File: src/hw/rtl/gsp_pkg.sv
package gsp_pkg;

    localparam int MUL_W = 32;
    localparam int DIV_N = 64;
    localparam int DIV_D = 32;

    localparam logic signed [31:0] ERROR_LIMIT = 32'sd65536000;
    localparam logic ANGLE_MODE = 1'b0;
    localparam logic [24:0] FULL_TURN = 25'd23592960;
    localparam logic [24:0] HALF_TURN = 25'd11796480;

    localparam logic [2:0] REG_SETPOINT    = 3'd0;
    localparam logic [2:0] REG_PROP_GAIN   = 3'd1;
    localparam logic [2:0] REG_INTEG_GAIN  = 3'd2;
    localparam logic [2:0] REG_DERIV_GAIN  = 3'd3;
    localparam logic [2:0] REG_PROP_RATIO  = 3'd4;
    localparam logic [2:0] REG_INTEG_RATIO = 3'd5;
    localparam logic [2:0] REG_DERIV_RATIO = 3'd6;
    localparam logic [2:0] REG_THRESHOLD   = 3'd7;

    typedef struct packed {
        logic busy;
        logic done;
    } unit_status_t;

endpackage

File: src/hw/rtl/gsp_mul.sv
module gsp_mul (
    input  logic                            clk,
    input  logic                            rst_n,
    input  logic                            start,
    input  logic [gsp_pkg::MUL_W-1:0]       a,
    input  logic [gsp_pkg::MUL_W-1:0]       b,
    output logic [2*gsp_pkg::MUL_W-1:0]     p,
    output gsp_pkg::unit_status_t           status
);
    import gsp_pkg::*;

    localparam int CW = $clog2(MUL_W);

    logic [2*MUL_W-1:0] prod_reg;
    logic [MUL_W-1:0]   a_reg;
    logic [CW-1:0]      cnt_reg;
    logic               busy_reg;
    logic               done_reg;
    logic [MUL_W:0]     upper;

    // shift-add, one multiplier bit per cycle
    assign upper = {1'b0, prod_reg[2*MUL_W-1:MUL_W]} +
                   (prod_reg[0] ? {1'b0, a_reg} : '0);

    always_ff @(posedge clk or negedge rst_n)
    begin
        if (!rst_n)
        begin
            busy_reg <= 1'b0;
            done_reg <= 1'b0;
            cnt_reg  <= '0;
        end
        else
        begin
            done_reg <= 1'b0;
            if (start)
            begin
                prod_reg <= {{MUL_W{1'b0}}, b};
                a_reg    <= a;
                cnt_reg  <= '0;
                busy_reg <= 1'b1;
            end
            else if (busy_reg)
            begin
                prod_reg <= {upper, prod_reg[MUL_W-1:1]};
                cnt_reg  <= cnt_reg + 1'b1;
                if (cnt_reg == CW'(MUL_W - 1))
                begin
                    busy_reg <= 1'b0;
                    done_reg <= 1'b1;
                end
            end
        end
    end

    assign p           = prod_reg;
    assign status.busy = busy_reg;
    assign status.done = done_reg;

endmodule

File: src/hw/rtl/gsp_div.sv
module gsp_div (
    input  logic                        clk,
    input  logic                        rst_n,
    input  logic                        start,
    input  logic [gsp_pkg::DIV_N-1:0]   n,
    input  logic [gsp_pkg::DIV_D-1:0]   d,
    output logic [gsp_pkg::DIV_N-1:0]   q,
    output logic [gsp_pkg::DIV_D-1:0]   r,
    output gsp_pkg::unit_status_t       status
);
    import gsp_pkg::*;

    localparam int CW = $clog2(DIV_N);

    logic [DIV_N-1:0] quo_reg;
    logic [DIV_D:0]   rem_reg;
    logic [DIV_D-1:0] d_reg;
    logic [CW-1:0]    cnt_reg;
    logic             busy_reg;
    logic             done_reg;
    logic [DIV_D:0]   sh;
    logic             fits;

    // restoring division, one quotient bit per cycle
    assign sh   = {rem_reg[DIV_D-1:0], quo_reg[DIV_N-1]};
    assign fits = sh >= {1'b0, d_reg};

    always_ff @(posedge clk or negedge rst_n)
    begin
        if (!rst_n)
        begin
            busy_reg <= 1'b0;
            done_reg <= 1'b0;
            cnt_reg  <= '0;
        end
        else
        begin
            done_reg <= 1'b0;
            if (start)
            begin
                quo_reg  <= n;
                rem_reg  <= '0;
                d_reg    <= d;
                cnt_reg  <= '0;
                busy_reg <= 1'b1;
            end
            else if (busy_reg)
            begin
                rem_reg <= fits ? sh - {1'b0, d_reg} : sh;
                quo_reg <= {quo_reg[DIV_N-2:0], fits};
                cnt_reg <= cnt_reg + 1'b1;
                if (cnt_reg == CW'(DIV_N - 1))
                begin
                    busy_reg <= 1'b0;
                    done_reg <= 1'b1;
                end
            end
        end
    end

    assign q           = quo_reg;
    assign r           = rem_reg[DIV_D-1:0];
    assign status.busy = busy_reg;
    assign status.done = done_reg;

endmodule

File: src/hw/rtl/gain_scheduled_pid.sv
// the bit-serial multiplier and divider run one after the other for each request,
// and the blend pair of a gain is skipped when |error| > threshold
// only one item is in flight at a time, a new request is taken after the last
// result has been registered at the output
// reset: asynchronous active low, registers to their reset values, integral and
// previous error cleared, first item only records the error
module gain_scheduled_pid (
    input  logic               clk,
    input  logic               rst_n,
    input  logic               cfg_valid,
    output logic               cfg_ready,
    input  logic [2:0]         cfg_index,
    input  logic [31:0]        cfg_data,
    input  logic               in_valid,
    output logic               in_stall,
    input  logic signed [31:0] measurement,
    input  logic [15:0]        elapsed_ms,
    output logic               out_valid,
    input  logic               out_stall,
    output logic signed [31:0] drive,
    output logic signed [31:0] clamped_error
);
    import gsp_pkg::*;

    typedef enum logic [2:0] {S_IDLE, S_ISSUE, S_WAIT, S_ERR, S_DONE} state_t;
    typedef enum logic [2:0] {
        ST_WRAP, ST_INTEG, ST_DERIV, ST_GMAX, ST_GMIN, ST_BLMUL, ST_BLDIV, ST_TERM
    } step_t;

    state_t state_reg;
    step_t  step_reg;
    logic [1:0] idx_reg;

    logic signed [31:0] setpoint_reg;
    logic [31:0] gain_reg [3];
    logic [15:0] ratio_reg [3];
    logic [30:0] thr_reg;

    logic signed [31:0] integral_reg, last_reg, err_reg, integ_reg, de_reg;
    logic               started_reg;
    logic signed [32:0] diff_reg;
    logic [15:0]        dt_reg;
    logic [31:0]        kmax_reg [3];
    logic [31:0]        kmin_reg [3];
    logic [31:0]        k_reg [3];
    logic signed [67:0] acc_reg;

    logic               out_valid_reg;
    logic signed [31:0] drive_reg, cerr_reg;

    logic [31:0]          mul_a, mul_b;
    logic [63:0]          mul_p;
    logic                 mul_start;
    unit_status_t         mul_st;
    logic [63:0]          div_n, div_q;
    logic [31:0]          div_d, div_r;
    logic                 div_start;
    unit_status_t         div_st;

    logic        is_mul, unit_done;
    logic [31:0] abs_e, gain_sel, mx_sel, mn_sel, vabs;
    logic [15:0] ratio_eff;
    logic [30:0] thr_eff;
    logic        a_over, vneg;
    logic signed [31:0] v_sel;
    logic [32:0] diff_abs, nd_abs;
    logic signed [32:0] nd, wrap_val;
    logic signed [49:0] integ_sum, de_wide;
    logic signed [31:0] integ_new, de_new, err_new;
    logic [31:0] gmax_val;
    logic signed [65:0] term;
    logic signed [51:0] sum_sh;
    logic signed [31:0] drive_sat;

    function automatic logic signed [31:0] clamp_err(input logic signed [49:0] x);
        logic signed [49:0] lim;
        lim = 50'(ERROR_LIMIT);
        if (x > lim)
            return ERROR_LIMIT;
        else if (x < -lim)
            return -ERROR_LIMIT;
        else
            return x[31:0];
    endfunction

    gsp_mul u_mul (
        .clk    (clk),
        .rst_n  (rst_n),
        .start  (mul_start),
        .a      (mul_a),
        .b      (mul_b),
        .p      (mul_p),
        .status (mul_st)
    );

    gsp_div u_div (
        .clk    (clk),
        .rst_n  (rst_n),
        .start  (div_start),
        .n      (div_n),
        .d      (div_d),
        .q      (div_q),
        .r      (div_r),
        .status (div_st)
    );

    always_comb
    begin
        abs_e     = err_reg[31] ? 32'(-err_reg) : 32'(err_reg);
        gain_sel  = gain_reg[idx_reg];
        ratio_eff = (ratio_reg[idx_reg] < 16'd256) ? 16'd256 : ratio_reg[idx_reg];
        thr_eff   = (thr_reg == '0) ? 31'd1 : thr_reg;
        a_over    = abs_e > {1'b0, thr_eff};
        mx_sel    = kmax_reg[idx_reg];
        mn_sel    = kmin_reg[idx_reg];
        case (idx_reg)
            2'd0:    v_sel = err_reg;
            2'd1:    v_sel = integ_reg;
            default: v_sel = de_reg;
        endcase
        vneg      = v_sel[31];
        vabs      = vneg ? 32'(-v_sel) : 32'(v_sel);
        diff_abs  = diff_reg[32] ? 33'(-diff_reg) : 33'(diff_reg);
        nd        = 33'(err_reg) - 33'(last_reg);
        nd_abs    = nd[32] ? 33'(-nd) : 33'(nd);

        is_mul = (step_reg == ST_INTEG) || (step_reg == ST_GMAX) ||
                 (step_reg == ST_BLMUL) || (step_reg == ST_TERM);
        unit_done = is_mul ? mul_st.done : div_st.done;

        mul_a = abs_e;
        mul_b = {16'b0, dt_reg};
        div_n = {31'b0, diff_abs};
        div_d = {7'b0, FULL_TURN};
        case (step_reg)
            ST_GMAX:
            begin
                mul_a = gain_sel;
                mul_b = {16'b0, ratio_eff};
            end
            ST_BLMUL:
            begin
                mul_a = mx_sel - mn_sel;
                mul_b = abs_e;
            end
            ST_TERM:
            begin
                mul_a = k_reg[idx_reg];
                mul_b = vabs;
            end
            ST_DERIV:
            begin
                div_n = {31'b0, nd_abs};
                div_d = {16'b0, dt_reg};
            end
            ST_GMIN:
            begin
                div_n = {24'b0, gain_sel, 8'b0};
                div_d = {16'b0, ratio_eff};
            end
            ST_BLDIV:
            begin
                div_n = mul_p;
                div_d = {1'b0, thr_eff};
            end
            default:
            begin
            end
        endcase
        mul_start = (state_reg == S_ISSUE) && is_mul;
        div_start = (state_reg == S_ISSUE) && !is_mul;

        // floored modulo of a full turn, then into the half-open half turn
        wrap_val = {8'b0, div_r[24:0]};
        if (diff_reg[32] && (div_r[24:0] != '0))
            wrap_val = 33'({8'b0, FULL_TURN}) - wrap_val;
        if (wrap_val > 33'({8'b0, HALF_TURN}))
            wrap_val = wrap_val - 33'({8'b0, FULL_TURN});

        err_new   = clamp_err(50'(diff_reg));
        integ_sum = 50'(integral_reg) +
                    (err_reg[31] ? -50'({2'b0, mul_p[47:0]}) : 50'({2'b0, mul_p[47:0]}));
        integ_new = clamp_err(integ_sum);
        de_wide   = nd[32] ? -50'({17'b0, div_q[32:0]}) : 50'({17'b0, div_q[32:0]});
        de_new    = clamp_err(de_wide);
        gmax_val  = (mul_p[63:40] != '0) ? 32'hFFFF_FFFF : mul_p[39:8];
        term      = vneg ? -66'({2'b0, mul_p}) : 66'({2'b0, mul_p});

        sum_sh = 52'(acc_reg >>> 16);
        if (sum_sh > 52'sd2147483647)
            drive_sat = 32'sh7FFF_FFFF;
        else if (sum_sh < -52'sd2147483648)
            drive_sat = 32'sh8000_0000;
        else
            drive_sat = sum_sh[31:0];
    end

    always_ff @(posedge clk or negedge rst_n)
    begin
        if (!rst_n)
        begin
            setpoint_reg  <= '0;
            gain_reg[0]   <= 32'd65536;
            gain_reg[1]   <= 32'd65536;
            gain_reg[2]   <= 32'd65536;
            ratio_reg[0]  <= 16'd256;
            ratio_reg[1]  <= 16'd256;
            ratio_reg[2]  <= 16'd256;
            thr_reg       <= 31'd65536;
            integral_reg  <= '0;
            last_reg      <= '0;
            started_reg   <= 1'b0;
            state_reg     <= S_IDLE;
            step_reg      <= ST_WRAP;
            idx_reg       <= '0;
            out_valid_reg <= 1'b0;
        end
        else
        begin
            if (cfg_valid)
            begin
                unique case (cfg_index)
                    REG_SETPOINT:    setpoint_reg <= cfg_data;
                    REG_PROP_GAIN:   gain_reg[0]  <= cfg_data;
                    REG_INTEG_GAIN:  gain_reg[1]  <= cfg_data;
                    REG_DERIV_GAIN:  gain_reg[2]  <= cfg_data;
                    REG_PROP_RATIO:  ratio_reg[0] <= cfg_data[15:0];
                    REG_INTEG_RATIO: ratio_reg[1] <= cfg_data[15:0];
                    REG_DERIV_RATIO: ratio_reg[2] <= cfg_data[15:0];
                    REG_THRESHOLD:   thr_reg      <= cfg_data[30:0];
                endcase
            end

            if (out_valid_reg && !out_stall)
                out_valid_reg <= 1'b0;

            unique case (state_reg)
                S_IDLE:
                begin
                    if (in_valid)
                    begin
                        diff_reg <= 33'(setpoint_reg) - 33'(measurement);
                        dt_reg   <= (elapsed_ms == '0) ? 16'd1 : elapsed_ms;
                        step_reg <= ST_WRAP;
                        idx_reg  <= '0;
                        acc_reg  <= '0;
                        state_reg <= ANGLE_MODE ? S_ISSUE : S_ERR;
                    end
                end
                S_ISSUE:
                begin
                    state_reg <= S_WAIT;
                end
                S_WAIT:
                begin
                    if (unit_done)
                    begin
                        state_reg <= S_ISSUE;
                        unique case (step_reg)
                            ST_WRAP:
                            begin
                                diff_reg  <= wrap_val;
                                state_reg <= S_ERR;
                            end
                            ST_INTEG:
                            begin
                                integral_reg <= integ_new;
                                integ_reg    <= integ_new;
                                step_reg     <= ST_DERIV;
                            end
                            ST_DERIV:
                            begin
                                de_reg   <= de_new;
                                last_reg <= err_reg;
                                step_reg <= ST_GMAX;
                            end
                            ST_GMAX:
                            begin
                                kmax_reg[idx_reg] <= gmax_val;
                                step_reg          <= ST_GMIN;
                            end
                            ST_GMIN:
                            begin
                                kmin_reg[idx_reg] <= div_q[31:0];
                                if (a_over)
                                begin
                                    k_reg[idx_reg] <= (idx_reg == 2'd2) ? div_q[31:0] : mx_sel;
                                    idx_reg  <= (idx_reg == 2'd2) ? 2'd0 : idx_reg + 2'd1;
                                    step_reg <= (idx_reg == 2'd2) ? ST_TERM : ST_GMAX;
                                end
                                else
                                    step_reg <= ST_BLMUL;
                            end
                            ST_BLMUL:
                            begin
                                step_reg <= ST_BLDIV;
                            end
                            ST_BLDIV:
                            begin
                                k_reg[idx_reg] <= (idx_reg == 2'd2) ? mx_sel - div_q[31:0]
                                                                    : mn_sel + div_q[31:0];
                                idx_reg  <= (idx_reg == 2'd2) ? 2'd0 : idx_reg + 2'd1;
                                step_reg <= (idx_reg == 2'd2) ? ST_TERM : ST_GMAX;
                            end
                            ST_TERM:
                            begin
                                acc_reg <= acc_reg + 68'(term);
                                idx_reg <= idx_reg + 2'd1;
                                if (idx_reg == 2'd2)
                                    state_reg <= S_DONE;
                            end
                        endcase
                    end
                end
                S_ERR:
                begin
                    err_reg <= err_new;
                    if (!started_reg)
                    begin
                        started_reg <= 1'b1;
                        last_reg    <= err_new;
                        state_reg   <= S_DONE;
                    end
                    else
                    begin
                        step_reg  <= ST_INTEG;
                        state_reg <= S_ISSUE;
                    end
                end
                S_DONE:
                begin
                    if (!out_valid_reg || !out_stall)
                    begin
                        out_valid_reg <= 1'b1;
                        drive_reg     <= drive_sat;
                        cerr_reg      <= err_reg;
                        state_reg     <= S_IDLE;
                    end
                end
                default:
                begin
                    state_reg <= S_IDLE;
                end
            endcase
        end
    end

    assign cfg_ready     = 1'b1;
    assign in_stall      = state_reg != S_IDLE;
    assign out_valid     = out_valid_reg;
    assign drive         = drive_reg;
    assign clamped_error = cerr_reg;

    a_units_exclusive: assert property (@(posedge clk) disable iff (!rst_n)
        !(mul_st.busy && div_st.busy))
        else $error("multiplier and divider busy together");

    a_request_blocks: assert property (@(posedge clk) disable iff (!rst_n)
        (in_valid && !in_stall) |=> in_stall)
        else $error("second request taken while an item is in flight");

    a_started_holds: assert property (@(posedge clk) disable iff (!rst_n)
        started_reg |=> started_reg)
        else $error("started flag cleared outside reset");

    a_integral_bound: assert property (@(posedge clk) disable iff (!rst_n)
        (integral_reg <= ERROR_LIMIT) && (integral_reg >= -ERROR_LIMIT))
        else $error("integral outside error limit");

endmodule
File: config.mk
export PLATFORM = sky130hd
export DESIGN_NAME = gain_scheduled_pid
export DESIGN_NICKNAME = d
export VERILOG_FILES = /design/src/hw/rtl/gsp_pkg.sv /design/src/hw/rtl/gsp_mul.sv /design/src/hw/rtl/gsp_div.sv /design/src/hw/rtl/gain_scheduled_pid.sv
export SDC_FILE = /design/constraint.sdc
export NUM_CORES = 2
export LEC_CHECK = 0
export ABC_AREA = 1
export BUFFER_PORTS_ARGS = -buffer_cell sky130_fd_sc_hd__clkbuf_2
export CELL_PAD_IN_SITES_DETAIL_PLACEMENT = 0
export CELL_PAD_IN_SITES_GLOBAL_PLACEMENT = 1
export CORE_AREA = 2 2 397 399
export CTS_CLUSTER_SIZE = 30
export DETAILED_ROUTE_END_ITERATION = 8
export DIE_AREA = 0 0 399 401
export GPL_TIMING_DRIVEN = 0
export PLACE_DENSITY_LB_ADDON = 0.15
export SETUP_SLACK_MARGIN = 0.5
export SKIP_CTS_REPAIR_TIMING = 1
export SLEW_MARGIN = 20
export SYNTH_ARGS = -nofsm -noshare
export SYNTH_HDL_FRONTEND = slang
export SYNTH_SLANG_ARGS = --single-unit
File: constraint.sdc
create_clock -name clk -period 10.5 [get_ports clk]
set_input_delay 0.525 -clock clk [delete_from_list [all_inputs] [get_ports clk]]
set_output_delay 0.525 -clock clk [all_outputs]
set_load 0.02 [all_outputs]
==> flow_summary.ini <==
[status]
status = complete, but fails checks
violations = hold timing

[setup_path]
r2r_cells = 30
crit_slowest_cell = edfxtp_1
required_ps = 11010
start_kind = flop
r2r_slack_ps = 3020
worstPathMaxFanout = 10
worst_ep_arrival_time_ps = 7990
worst_path_largest_cell_delay_ps = 630
crit_start = u_mul.p[0]$_DFFE_PP_
path_buf_inv = 4
r2r-start = u_mul.p[0]$_DFFE_PP_
cp-end-kind = flop
worstReg2RegEnd = integ_reg[12]$_DFFE_PP_
crit_type = flop to flop
path_common_cell = nand2_1
cpLargestDelayFamily = simple AND/OR/NAND/NOR gates

[cts]
clk_path_buf_depth = 3
insertion_delay_ps = 810
cts_root_buffer = clkbuf_16
cts_tree = built
path_clk_slew_ps = 60
numCtsBuffers = 118
clkSinkCount = 1084
h-tree-depth = 3

[layout]
fin_nets = 11349
n_fill_cell = 14839
final_cell_mix = nand2_1 (2,929), inv_1 (1,410), o21ai_0 (966), nor2_1 (878), edfxtp_1 (788)
stdcell_count = 13065
syn2layout_area_growth_pct = 11.1
final_common_cell = nand2_1
final_area_mm2 = 0.0861
drive_gt1_share_pct = 5.79
multi_input_area_mm2 = 0.0399
seq_area_mm2 = 0.0311

[synth]
synth_fp_nets = 11038
synthXorXnorAreaFrac_pct = 2.59
ys_ff_latch = 1084
synth_top_family_by_area = simple AND/OR/NAND/NOR gates
synth_compound_area_share_pct = 16.3
synthAdderAreaFrac_pct = 6.38
synth-seq-area-share_pct = 40.1
yosysWarnings = 0
synthMuxAreaShare_pct = 0
syn-cell-area_mm2 = 0.0775
synth_simple_gate_area_share_pct = 25.8
synthTopCellsByArea = edfxtp_1 (31%), nand2_1 (14%), dfrtp_1 (9.3%), inv_1 (6.8%), o21ai_0 (6.2%)
yosysTopAreaCell = edfxtp_1
syn_inst = 10560
ys.flop_type = edfxtp_1
synth_top_cell_area_share_pct = 30.5
synth_edf_count = 788
synth.avg_cell_area_um2 = 7.34
ys_async_sr_fraction_pct = 27.3
synth.lib_cells_used.distinct = 74

[sta]
drv_slew = 0
holdWs_ps = -22.7
timing.final.crit_period_ps = 7480
setup_slack_ps = 3020
fin_skew_ps = 56.0
rsz0062_at_grt = no
worstMarginPinSlew_ps = 1350
period_share_pct = 71.2
hold_viol_final = 14
final-setup-viol-count = 0
slew_headroom_pct = 9.58
tns_ps = 0
clock.fmax_ghz = 0.134

[floorplan]
num_io_pins = 155
core-area_mm2 = 0.156
die_area_mm2 = 0.160
die_x_um = 399
start_util_pct = 49.8
rows = 145
die_y_um = 401

[power_and_ir_drop]
combPwrFrac_pct = 62.9
p_leak_nw = 38.2
p_int_w = 0.0137
p_seq_share_pct = 22.7
powerDensity_mw_per_mm2 = 359
worst_ir_drop_vdd_v = 0.000204
p_switching_w = 0.0172
p_clk_share_pct = 14.4
power_switching_share_pct = 55.8

[detailed_routing]
drt_wl_total_um = 367000
antenna_left = 0
drt_pre_antenna_iters = 9
detail_route.vias_per_cell = 6.11
drcViolationCount = 0
via_count = 79816
drt_iter0_drc = 11667
wl_per_cell_um = 28.1

[min_path]
hold_path.class = primary input to flop
hold_path_end = dt_reg[5]$_SDFFCE_PN0P_
whs_path_depth = 2
hp-start = elapsed_ms[5]

[global_routing]
overflow = 0
grt_pass1_vias = 73021
grt_max_degree = 89
grt_usage_pct = 44.7
antenna_found_initial = 32
grt_pass1_wl_um = 513000

[placement]
place.gp.congestion = 1.12
dp.cells = 12808
placed_area_mm2 = 0.0820
dp_hpwl_um = 301000
pre_cts_slack_ps = 3350
io_buffers = 153

[job]
drv_cap = 0
-- per-stage QoR --
| stage | total power [W] | utilization [%] | hold slack (ps) |
|---|---|---|---|
| floorplan | 0.0183 | - | 229 |
| global placement | 0.0253 | 51.9 | 461 |
| detailed placement | 0.0255 | 52.6 | 468 |
| CTS | 0.0300 | 55.3 | -219 |
| global route | 0.0324 | 55.3 | 8.09 |
| finish | 0.0309 | 55.3 | -22.7 |
-- how the worst max path moves through the flow --
stage / end / slack (ps) / depth (start not counted)
after floorplan: k_reg[0][0]$_DFFE_PP_ / 5440 / 17
after global placement: k_reg[1][17]$_DFFE_PP_ / -5790 / 7
after detailed placement: integ_reg[10]$_DFFE_PP_ / 3350 / 30
after CTS: integ_reg[12]$_DFFE_PP_ / 3310 / 30
after global routing: integ_reg[12]$_DFFE_PP_ / 2780 / 33
final: integ_reg[12]$_DFFE_PP_ / 3020 / 30
-- logic make-up after synthesis --
logic type,Yosys count
and+or+nand+nor,4820
buffers and inverters,1790
AOI/OAI and AO/OA,2246
xor gates and xnor gates,229
adders and majority gates,390
DFF,1084
other,1
-- power groups by stage --
| stage | sequential, W | clock [W] | combinational [W] |
|---|---|---|---|
| 4_1_cts | 0.00692 | 0.00442 | 0.0187 |
| 3_5_place_dp | 0.00700 | 0 | 0.0185 |
| 3_3_place_gp | 0.00701 | 0 | 0.0183 |
| 5_1_grt | 0.00700 | 0.00459 | 0.0208 |
| 2_1_floorplan | 0.00645 | 0 | 0.0118 |
| 6_report | 0.00701 | 0.00445 | 0.0195 |
-- cells in the mapped netlist (7+ instances only) --
cell type	number
o21ai_1	15
buf_2	24
inv_2	25
nand2_4	8
clkbuf_1	270
a21o_1	28
and2_1	12
a31oi_1	62
inv_1	1410
nand3_1	498
o221ai_1	50
o31ai_1	35
o21ai_0	968
and3_1	8
nor3_1	121
nand3b_1	40
o21a_1	49
xnor2_1	52
nand3_2	9
a221oi_1	46
dfrtp_1	289
nor4_1	47
nor2_2	25
o211ai_1	40
ha_1	381
a21oi_1	737
o22ai_1	47
nand2_2	23
or2_2	37
nand4_1	152
edfxtp_1	788
clkinv_1	9
o21bai_1	30
buf_4	8
dfstp_2	7
a21boi_0	26
buf_1	36
nor2_1	894
a211oi_1	9
nand2_1	2929
fa_1	9
o2111ai_1	21
a22oi_1	42
xor2_1	177
-- metal layers --
metal | global-route usage, % | wire, um | vias up
met2 | 63.8 | 151000 | 5082
li1 | - | - | 36005
met4 | 32.9 | 32600 | 26
met3 | 13.9 | 46100 | 1148
met1 | 56.6 | 138000 | 37555
met5 | 0 | 188 | -
-- layout make-up --
class	instances	area share [%]
clock inverters	75	0.980
flip-flops and latches	1084	36.1
well taps	2058	2.99
multi-input cells	7686	46.4
plain buffers	344	1.65
diodes	30	0.0872
inverters	1446	6.31
repair buffers	191	1.79
clock buffers	151	3.76
Power figures use the tool's default switching activity.
